### config.mk
export PLATFORM = sky130hd
export DESIGN_NAME = linear_probe_hash_insert
export DESIGN_NICKNAME = d
export VERILOG_FILES = /design/src/design/lphi_pkg.sv /design/src/design/lphi_queue.sv /design/src/design/lphi_front.sv /design/src/design/lphi_back.sv /design/src/design/linear_probe_hash_insert.sv
export SDC_FILE = /design/constraint.sdc
export NUM_CORES = 2
export LEC_CHECK = 0
export BUFFER_PORTS_ARGS = -buffer_cell sky130_fd_sc_hd__buf_2
export CORE_MARGIN = 4
export CORE_UTILIZATION = 35
export CTS_CLUSTER_DIAMETER = 150
export DETAILED_ROUTE_END_ITERATION = 10
export PLACE_DENSITY = 0.52
export SETUP_SLACK_MARGIN = 0.15
export SYNTH_ARGS = -nofsm -noshare
export SYNTH_HDL_FRONTEND = slang
export SYNTH_SLANG_ARGS = --single-unit
### constraint.sdc
create_clock -name clk_i -period 11.5 [get_ports clk_i]
set_input_delay 1.15 -clock clk_i [delete_from_list [all_inputs] [get_ports clk_i]]
set_output_delay 1.15 -clock clk_i [all_outputs]
set_load 0.02 [all_outputs]
### src/design/lphi_pkg.sv
// lphi_pkg: shared types and constants for the linear probing hash insert block
// holds the request/response transaction structs, queue item type and status codes
// no dependencies
package lphi_pkg;

  localparam int unsigned HashBitsDefault = 8;
  localparam logic [63:0] GoldenMult = 64'h9E37_79B9_7F4A_7C15;

  localparam logic REQ_INSERT = 1'b0;
  localparam logic REQ_CLEAR  = 1'b1;

  localparam logic [1:0] ST_OK      = 2'd0;
  localparam logic [1:0] ST_FULL    = 2'd1;
  localparam logic [1:0] ST_KEYZERO = 2'd2;

  typedef struct packed {
    logic        req_type;
    logic [63:0] key;
    logic [31:0] entry_size;
  } req_t;

  typedef struct packed {
    logic [7:0] slot;
    logic [1:0] status;
    logic [8:0] entry_count;
  } rsp_t;

  typedef enum logic [1:0] {
    OP_INSERT,
    OP_CLEAR,
    OP_KEYZERO
  } op_e;

  typedef struct packed {
    op_e         op;
    logic [63:0] key;
    logic [31:0] entry_size;
  } q_item_t;

endpackage

### src/design/lphi_queue.sv
// lphi_queue: two-entry fifo between the front and back parts
// depends on nothing but its data width parameter
module lphi_queue #(
  parameter int unsigned DataW = 8
) (
  input  logic             clk_i,
  input  logic             rst_ni,
  input  logic             push_i,
  input  logic [DataW-1:0] push_data_i,
  output logic             full_o,
  input  logic             pop_i,
  output logic [DataW-1:0] pop_data_o,
  output logic             empty_o
);

  logic [DataW-1:0] mem_q [2];
  logic             wr_ptr_q, wr_ptr_d;
  logic             rd_ptr_q, rd_ptr_d;
  logic [1:0]       cnt_q, cnt_d;
  logic             do_push, do_pop;

  assign full_o     = (cnt_q == 2'd2);
  assign empty_o    = (cnt_q == 2'd0);
  assign pop_data_o = mem_q[rd_ptr_q];
  assign do_push    = push_i && !full_o;
  assign do_pop     = pop_i && !empty_o;

  always_comb begin
    wr_ptr_d = do_push ? ~wr_ptr_q : wr_ptr_q;
    rd_ptr_d = do_pop ? ~rd_ptr_q : rd_ptr_q;
    cnt_d    = cnt_q;
    if (do_push && !do_pop) begin
      cnt_d = cnt_q + 2'd1;
    end else if (do_pop && !do_push) begin
      cnt_d = cnt_q - 2'd1;
    end
  end

  always_ff @(posedge clk_i) begin
    if (do_push) begin
      mem_q[wr_ptr_q] <= push_data_i;
    end
  end

  always_ff @(posedge clk_i or negedge rst_ni) begin
    if (!rst_ni) begin
      wr_ptr_q <= 1'b0;
      rd_ptr_q <= 1'b0;
      cnt_q    <= 2'd0;
    end else begin
      wr_ptr_q <= wr_ptr_d;
      rd_ptr_q <= rd_ptr_d;
      cnt_q    <= cnt_d;
    end
  end

endmodule

### src/design/lphi_front.sv
// lphi_front: accepts request transactions, classifies them and computes the home slot
// fibonacci hash through a shared 32x32 multiplier, stepped over the low and two middle partial products; uses lphi_pkg
module lphi_front
  import lphi_pkg::*;
#(
  parameter int unsigned HashBits = HashBitsDefault
) (
  input  logic                                 clk_i,
  input  logic                                 rst_ni,
  input  logic                                 accept_i,
  input  req_t                                 req_i,
  output logic                                 busy_o,
  input  logic                                 q_full_i,
  output logic                                 push_o,
  output logic [$bits(q_item_t)+HashBits-1:0]  push_data_o
);

  typedef enum logic [1:0] {
    F_IDLE,
    F_MUL,
    F_PUSH
  } f_state_e;

  typedef enum logic [1:0] {
    MS_LO,
    MS_MID_A,
    MS_MID_B
  } mul_step_e;

  f_state_e      state_q;
  mul_step_e     step_q;
  req_t          req_q;
  op_e           op_q;
  logic [63:0]   lo_q;
  logic [31:0]   mid_q;
  logic [31:0]   mul_a, mul_b;
  logic [63:0]   prod;
  logic [31:0]   hash_hi;
  logic [HashBits-1:0] home;
  q_item_t       item;

  always_comb begin
    case (step_q)
      MS_LO: begin
        mul_a = req_q.key[31:0];
        mul_b = GoldenMult[31:0];
      end
      MS_MID_A: begin
        mul_a = req_q.key[31:0];
        mul_b = GoldenMult[63:32];
      end
      MS_MID_B: begin
        mul_a = req_q.key[63:32];
        mul_b = GoldenMult[31:0];
      end
      default: begin
        mul_a = '0;
        mul_b = '0;
      end
    endcase
  end

  assign prod    = 64'(mul_a) * 64'(mul_b);
  assign hash_hi = lo_q[63:32] + mid_q;
  assign home    = hash_hi[31 -: HashBits];

  assign item.op         = op_q;
  assign item.key        = req_q.key;
  assign item.entry_size = req_q.entry_size;

  assign busy_o      = (state_q != F_IDLE);
  assign push_o      = (state_q == F_PUSH) && !q_full_i;
  assign push_data_o = {item, home};

  always_ff @(posedge clk_i or negedge rst_ni) begin
    if (!rst_ni) begin
      state_q <= F_IDLE;
      step_q  <= MS_LO;
      req_q   <= '0;
      op_q    <= OP_INSERT;
      lo_q    <= '0;
      mid_q   <= '0;
    end else begin
      case (state_q)
        F_IDLE: begin
          if (accept_i) begin
            req_q  <= req_i;
            step_q <= MS_LO;
            if (req_i.req_type == REQ_CLEAR) begin
              op_q    <= OP_CLEAR;
              state_q <= F_PUSH;
            end else if (req_i.key == 64'd0) begin
              op_q    <= OP_KEYZERO;
              state_q <= F_PUSH;
            end else begin
              op_q    <= OP_INSERT;
              state_q <= F_MUL;
            end
          end
        end
        F_MUL: begin
          case (step_q)
            MS_LO: begin
              lo_q   <= prod;
              step_q <= MS_MID_A;
            end
            MS_MID_A: begin
              mid_q  <= prod[31:0];
              step_q <= MS_MID_B;
            end
            MS_MID_B: begin
              mid_q   <= mid_q + prod[31:0];
              step_q  <= MS_LO;
              state_q <= F_PUSH;
            end
            default: begin
              step_q <= MS_LO;
            end
          endcase
        end
        F_PUSH: begin
          if (!q_full_i) begin
            state_q <= F_IDLE;
          end
        end
        default: begin
          state_q <= F_IDLE;
        end
      endcase
    end
  end

endmodule

### src/design/lphi_back.sv
// lphi_back: carries out queued requests against the slot table and issues results
// owns the valid, key and size memories and the occupied count; uses lphi_pkg
module lphi_back
  import lphi_pkg::*;
#(
  parameter int unsigned HashBits = HashBitsDefault
) (
  input  logic                                 clk_i,
  input  logic                                 rst_ni,
  input  logic                                 q_empty_i,
  input  logic [$bits(q_item_t)+HashBits-1:0]  pop_data_i,
  output logic                                 pop_o,
  output logic                                 init_o,
  output logic                                 done_o,
  output rsp_t                                 rsp_o
);

  localparam int unsigned TableSize = 1 << HashBits;
  localparam int unsigned CntW      = HashBits + 1;

  typedef enum logic [2:0] {
    B_INIT_CLR,
    B_IDLE,
    B_CLR,
    B_RD,
    B_CHK
  } b_state_e;

  b_state_e            state_q;
  logic [HashBits-1:0] clr_addr_q;
  logic [HashBits-1:0] pos_q;
  logic [CntW-1:0]     count_q;
  logic [63:0]         key_q;
  logic [31:0]         size_q;
  logic                done_q;
  rsp_t                rsp_q;
  logic                vrd_q;

  logic                valid_mem [TableSize];
  logic [63:0]         key_mem   [TableSize];
  logic [31:0]         size_mem  [TableSize];

  q_item_t             item;
  logic [HashBits-1:0] home;
  logic                v_we;
  logic [HashBits-1:0] v_addr;
  logic                v_wdata;
  logic                store;
  logic                clr_last;

  assign {item, home} = pop_data_i;

  assign pop_o    = (state_q == B_IDLE) && !q_empty_i;
  assign init_o   = (state_q == B_INIT_CLR);
  assign done_o   = done_q;
  assign rsp_o    = rsp_q;
  assign store    = (state_q == B_CHK) && !vrd_q;
  assign clr_last = (clr_addr_q == {HashBits{1'b1}});

  always_comb begin
    v_we    = 1'b0;
    v_addr  = pos_q;
    v_wdata = 1'b1;
    if (state_q == B_INIT_CLR || state_q == B_CLR) begin
      v_we    = 1'b1;
      v_addr  = clr_addr_q;
      v_wdata = 1'b0;
    end else if (store) begin
      v_we = 1'b1;
    end
  end

  always_ff @(posedge clk_i) begin
    if (v_we) begin
      valid_mem[v_addr] <= v_wdata;
    end
    vrd_q <= valid_mem[pos_q];
  end

  always_ff @(posedge clk_i) begin
    if (store) begin
      key_mem[pos_q]  <= key_q;
      size_mem[pos_q] <= size_q;
    end
  end

  always_ff @(posedge clk_i or negedge rst_ni) begin
    if (!rst_ni) begin
      state_q    <= B_INIT_CLR;
      clr_addr_q <= '0;
      pos_q      <= '0;
      count_q    <= '0;
      key_q      <= '0;
      size_q     <= '0;
      done_q     <= 1'b0;
      rsp_q      <= '0;
    end else begin
      done_q <= 1'b0;
      case (state_q)
        B_INIT_CLR: begin
          clr_addr_q <= clr_addr_q + 1'b1;
          if (clr_last) begin
            state_q <= B_IDLE;
          end
        end
        B_IDLE: begin
          if (pop_o) begin
            case (item.op)
              OP_CLEAR: begin
                clr_addr_q <= '0;
                count_q    <= '0;
                state_q    <= B_CLR;
              end
              OP_KEYZERO: begin
                done_q            <= 1'b1;
                rsp_q.slot        <= '0;
                rsp_q.status      <= ST_KEYZERO;
                rsp_q.entry_count <= 9'(count_q);
              end
              OP_INSERT: begin
                if (count_q == CntW'(TableSize)) begin
                  done_q            <= 1'b1;
                  rsp_q.slot        <= '0;
                  rsp_q.status      <= ST_FULL;
                  rsp_q.entry_count <= 9'(count_q);
                end else begin
                  pos_q   <= home;
                  key_q   <= item.key;
                  size_q  <= item.entry_size;
                  state_q <= B_RD;
                end
              end
              default: begin
                state_q <= B_IDLE;
              end
            endcase
          end
        end
        B_CLR: begin
          clr_addr_q <= clr_addr_q + 1'b1;
          if (clr_last) begin
            done_q            <= 1'b1;
            rsp_q.slot        <= '0;
            rsp_q.status      <= ST_OK;
            rsp_q.entry_count <= '0;
            state_q           <= B_IDLE;
          end
        end
        B_RD: begin
          state_q <= B_CHK;
        end
        B_CHK: begin
          if (!vrd_q) begin
            count_q           <= count_q + 1'b1;
            done_q            <= 1'b1;
            rsp_q.slot        <= 8'(pos_q);
            rsp_q.status      <= ST_OK;
            rsp_q.entry_count <= 9'(count_q + 1'b1);
            state_q           <= B_IDLE;
          end else begin
            pos_q   <= pos_q + 1'b1;
            state_q <= B_RD;
          end
        end
        default: begin
          state_q <= B_IDLE;
        end
      endcase
    end
  end

endmodule

### src/design/linear_probe_hash_insert.sv
// linear_probe_hash_insert: top level of the open addressing hash table insert block
// ties front (accept, classify, hash), the queue and the back (probe, store, clear)
// uses lphi_pkg, lphi_front, lphi_queue, lphi_back
//
// a request transaction is taken at a rising edge where start is high and busy is low;
// req_i.req_type selects insert or clear of the whole table
// every request gives exactly one result on rsp_o, marked by done_o for one cycle;
// the receiver cannot stall, so results are never held back
// the front holds busy after an insert while three steps of the shared 32x32
// multiplier form the fibonacci hash, then while it pushes into a two-entry queue
// (longer while the queue is full); clear and key zero go straight to the push
// the back probes the valid memory slot by slot (registered read, then check and
// write), and a free slot found by the check raises done_o; key zero and full
// raise done_o straight from the idle pop, with no probing
// a clear walks the valid memory one slot a cycle, raising done_o after the last slot
// after reset the same clearing pass runs over every slot with busy high
// the front may accept new requests while the back is still probing
module linear_probe_hash_insert
  import lphi_pkg::*;
#(
  parameter int unsigned HASH_BITS = HashBitsDefault
) (
  input  logic clk_i,
  input  logic rst_ni,
  input  logic start,
  output logic busy,
  input  req_t req_i,
  output logic done_o,
  output rsp_t rsp_o
);

  localparam int unsigned QDataW = $bits(q_item_t) + HASH_BITS;

  logic              front_busy;
  logic              init;
  logic              accept;
  logic              push, q_full, pop, q_empty;
  logic [QDataW-1:0] push_data, pop_data;

  assign busy   = front_busy || init;
  assign accept = start && !busy;

  lphi_front #(
    .HashBits(HASH_BITS)
  ) u_front (
    .clk_i      (clk_i),
    .rst_ni     (rst_ni),
    .accept_i   (accept),
    .req_i      (req_i),
    .busy_o     (front_busy),
    .q_full_i   (q_full),
    .push_o     (push),
    .push_data_o(push_data)
  );

  lphi_queue #(
    .DataW(QDataW)
  ) u_queue (
    .clk_i      (clk_i),
    .rst_ni     (rst_ni),
    .push_i     (push),
    .push_data_i(push_data),
    .full_o     (q_full),
    .pop_i      (pop),
    .pop_data_o (pop_data),
    .empty_o    (q_empty)
  );

  lphi_back #(
    .HashBits(HASH_BITS)
  ) u_back (
    .clk_i     (clk_i),
    .rst_ni    (rst_ni),
    .q_empty_i (q_empty),
    .pop_data_i(pop_data),
    .pop_o     (pop),
    .init_o    (init),
    .done_o    (done_o),
    .rsp_o     (rsp_o)
  );

endmodule
==> reports/results.txt <==
share of layout cells above drive strength 1: 9.824%
Warnings, synthesis: 0
RSZ-0062 raised after global routing: no
H-Tree Depth: 2
Tmin final: 10570 ps
Max Slew Vio Count: 0
Worst Path Buf+Inv: 7
Netlist cell types: 81
Sequential Power Share: 49.5%
initial core utilization: 35.30%
Worst Path Arrival: 11150 ps
total CTS buffers: 55
P_sw: 774.4 uW
slowest cell on the critical path: nor2_1
Port Buf Inserts: 88
top_reg_cell synth: edfxtp_1
top-count cell post-synth: inv_1
PD cells: 67.20 nW/um^2
Final GP Congestion: 0.9308
die area: 143000 um^2
syn nets: 5635
Die H: 378.1 um
setup TNS: 0 ps
Yosys reg bits: 463
worst flop-to-flop path startpoint: u_front.step_q[1]$_DFFE_PN0P_
VDD IR max: 0.1282 mV
vias in the first global route: 33590
Leak: 0.02453 uW
maximum root-to-sink buffer count: 3
max-cap violations: 0
Final Hold Fails: 0
chip width: 378.1 um
critical path depth in cells: 38
EDFF count, synth: 276
area leader, netlist: fa_1
status: finished clean
Commonest cells post-synth: 814 x inv_1, 694 x fa_1, 484 x ha_1
total power: 3533 uW
Post-Syn Instances: 4357
most used cell, CP: fa_1
synthesized area: 47940 um^2
asr flop ratio synth: 40.17%
final wirelength: 139.3 mm
worst-margin pin slew: 1172 ps
Wirelength per Cell: 22.22 um
I/O pin total: 121
Site Rows: 135
CP top delay family: adder cells
initial antenna violation count: 1
CTS resizes: 0
clock latency on the worst-skew pair: 670 ps
area occupied by multi-input gates: 31400 um^2
final-layout fill cell count: 13480
clock slew at reported path FFs: 60 ps
critical path class: reg -> reg
reg2reg end: u_front.mid_q[31]$_DFFE_PN0P_
number of endpoints failing setup at the final stage: 0
Sw Share: 21.92%
storage element area: 12970 um^2
sequential area share after synthesis: 27.04%
crit path max fanout: 29
CP Capture Type: register
Via density: 5.076
Syn Area/Cell: 11.00 um^2
relative slew slack: 21.07%
# hold bufs at CTS: 0
number of setup buffers added after CTS: 0
CTS Sinks: 463
Crit path largest cell delay: 670 ps
Clock Skew: 48.01 ps
worst setup path end: u_front.mid_q[31]$_DFFE_PN0P_
Worst setup SP type: register
FF-to-FF path depth: 38
fmax: 94.64 MHz
Synth top area share: 28.98%
Worst Setup SP: u_front.step_q[1]$_DFFE_PN0P_
DRC: 0
Comb pwr share: 1.0%
Tcrit/Tclk final: 91.88%
nets: 5722
HPWL after DPL: 110.8 mm
drt first pass iters: 6
grt ovf: 0
first-pass GRT wire length: 212.1 mm
R2R setup slack: 930 ps
Synth-to-Final Area Change: 9.645%
TritonCTS clock tree: built
via count: 31830
root buf cell: clkbuf_16
CP Data Required Time: 12090 ps
internal power: 2758 uW
HP Class: reg -> reg
Core Area: 135800 um^2
Total GRT Usage: 19.73%
ranking of synthesized cells by area: fa_1 29%, edfxtp_1 17%, ha_1 13%, dfrtp_1 9.7%, inv_1 6.4%
Initial DRC Count: 2223
DRT antenna net count: 0
clock network power share: 49.5%
largest net degree at the start of global routing: 176
[cell families after synthesis]
group / count (synthesis) / share of synthesized area [%]
multiplexers: 171 / 5.966
buffers and inverters: 959 / 7.529
AO/OA/AOI/OAI: 555 / 7.425
AND/OR/NAND/NOR: 907 / 8.163
XOR/XNOR: 121 / 2.210
adder cells (fa/ha/maj): 1181 / 41.67
flip-flops: 463 / 27.04
[how the worst min path moves through the flow]
stage,to,from,slack [ps],cells past startpoint
4_1_cts,u_back.rsp_o[15]$_DFFE_PN0P_,rst_ni,450,1
3_3_place_gp,u_back.rsp_o[16]$_DFFE_PN0P_,u_back.rsp_o[16]$_DFFE_PN0P_,450,2
6_report,u_back.rsp_o[16]$_DFFE_PN0P_,u_back.rsp_o[16]$_DFFE_PN0P_,460,2
2_1_floorplan,u_queue.mem_q[0][104]$_DFFE_PP_,u_front.op_q[0]$_DFFE_PN0P_,440,0
5_1_grt,u_back.done_o$_DFF_PN0_,rst_ni,480,1
3_5_place_dp,u_back.rsp_o[16]$_DFFE_PN0P_,u_back.rsp_o[16]$_DFFE_PN0P_,450,2
[flip-flops by register name, summed over array words and instances, names as in the netlist, 2 cells and up]
name and cells:
u_front.step_q 2, u_back.state_q 3, u_front.mid_q 32, u_front.lo_q 32, u_back.count_q 9, u_back.pos_q 8, u_queue.mem_q 20, u_back.valid_mem 256
u_back.clr_addr_q 8, u_front.state_q 2, u_queue.cnt_q 2, u_back.rsp_o 19, u_front.push_data_o 64, u_front.op_q 2
[power by group through the flow]
stage | logic (uW) | registers, uW | clock network, uW
floorplan | 1.42 | 1780 | 0
global placement | 36.5 | 1780 | 0
detailed placement | 36.5 | 1780 | 0
CTS | 36.6 | 1750 | 1800
global route | 39.2 | 1750 | 1870
finish | 35.0 | 1750 | 1750
[cell usage in the layout (no fill, tap or decap), drive strengths merged, types with 7 or more instances in the layout]
| cell type | Yosys | final |
|---|---|---|
| o21a | 15 | 15 |
| mux4 | 85 | 85 |
| clkinv | 1 | 21 |
| o21ai | 129 | 129 |
| nand4 | 27 | 27 |
| a31oi | 25 | 25 |
| o211ai | 15 | 15 |
| fa | 694 | 694 |
| a21oi | 161 | 161 |
| nor3 | 20 | 20 |
| clkbuf | 113 | 76 |
| a21o | 67 | 67 |
| or2 | 7 | 7 |
| nand3 | 40 | 40 |
| nand2b | 16 | 16 |
| nor4 | 22 | 22 |
| a211oi | 14 | 14 |
| ha | 484 | 484 |
| xnor2 | 80 | 80 |
| mux2 | 68 | 68 |
| and2 | 10 | 10 |
| a22oi | 27 | 27 |
| nor2 | 408 | 408 |
| buf | 31 | 173 |
| a22o | 8 | 8 |
| o21bai | 15 | 15 |
| or3 | 16 | 16 |
| mux2i | 18 | 18 |
| xor2 | 41 | 41 |
| and3 | 9 | 9 |
| nand3b | 12 | 12 |
| a311oi | 7 | 7 |
| nor2b | 19 | 19 |
| inv | 814 | 817 |
| o31ai | 17 | 17 |
| edfxtp | 276 | 276 |
| nand2 | 286 | 286 |
| dfrtp | 186 | 186 |
[worst min-delay path: cells and delay by family (launching register included)]
family | cells | cell delay (ps)
flip-flops | 1 | 340
AND/OR/NAND/NOR | 2 | 90
[stage by stage]
| step | hold WS (ps) | cell area, um^2 | setup WS, ps | util, % | instances |
|---|---|---|---|---|---|
| 2_1_floorplan | 436.6 | 47940 | 1843 | - | 4357 |
| 3_3_place_gp | 448.3 | 50750 | 1044 | 37.37 | 6168 |
| 4_1_cts | 445.4 | 52570 | 924.7 | 38.71 | 6270 |
| 3_5_place_dp | 451.2 | 50750 | 978.8 | 37.37 | 6168 |
| 6_report | 460.1 | 52570 | 933.9 | 38.71 | 6271 |
| 5_1_grt | 481.4 | 52570 | 251.1 | 38.71 | 6270 |
[layer usage]
layer / wire, um / global-route usage (%) / vias up
met4: 5079 / 6.474 / 0
met5: 0 / 0 / -
li1: - / - / 14510
met3: 5575 / 2.029 / 172
met1: 61160 / 26.87 / 16470
met2: 67500 / 33.09 / 683
[area by class of cell]
class / count / area share, %
inverter: 815 / 5.829
clock buffer: 75 / 2.894
multi-input combinational: 2935 / 59.72
timing repair buffer: 174 / 2.083
sequential: 463 / 24.67
antenna: 1 / 0.004760
tap: 1781 / 4.239
clock inverter: 27 / 0.5569
(Power assumes the default switching activity.)
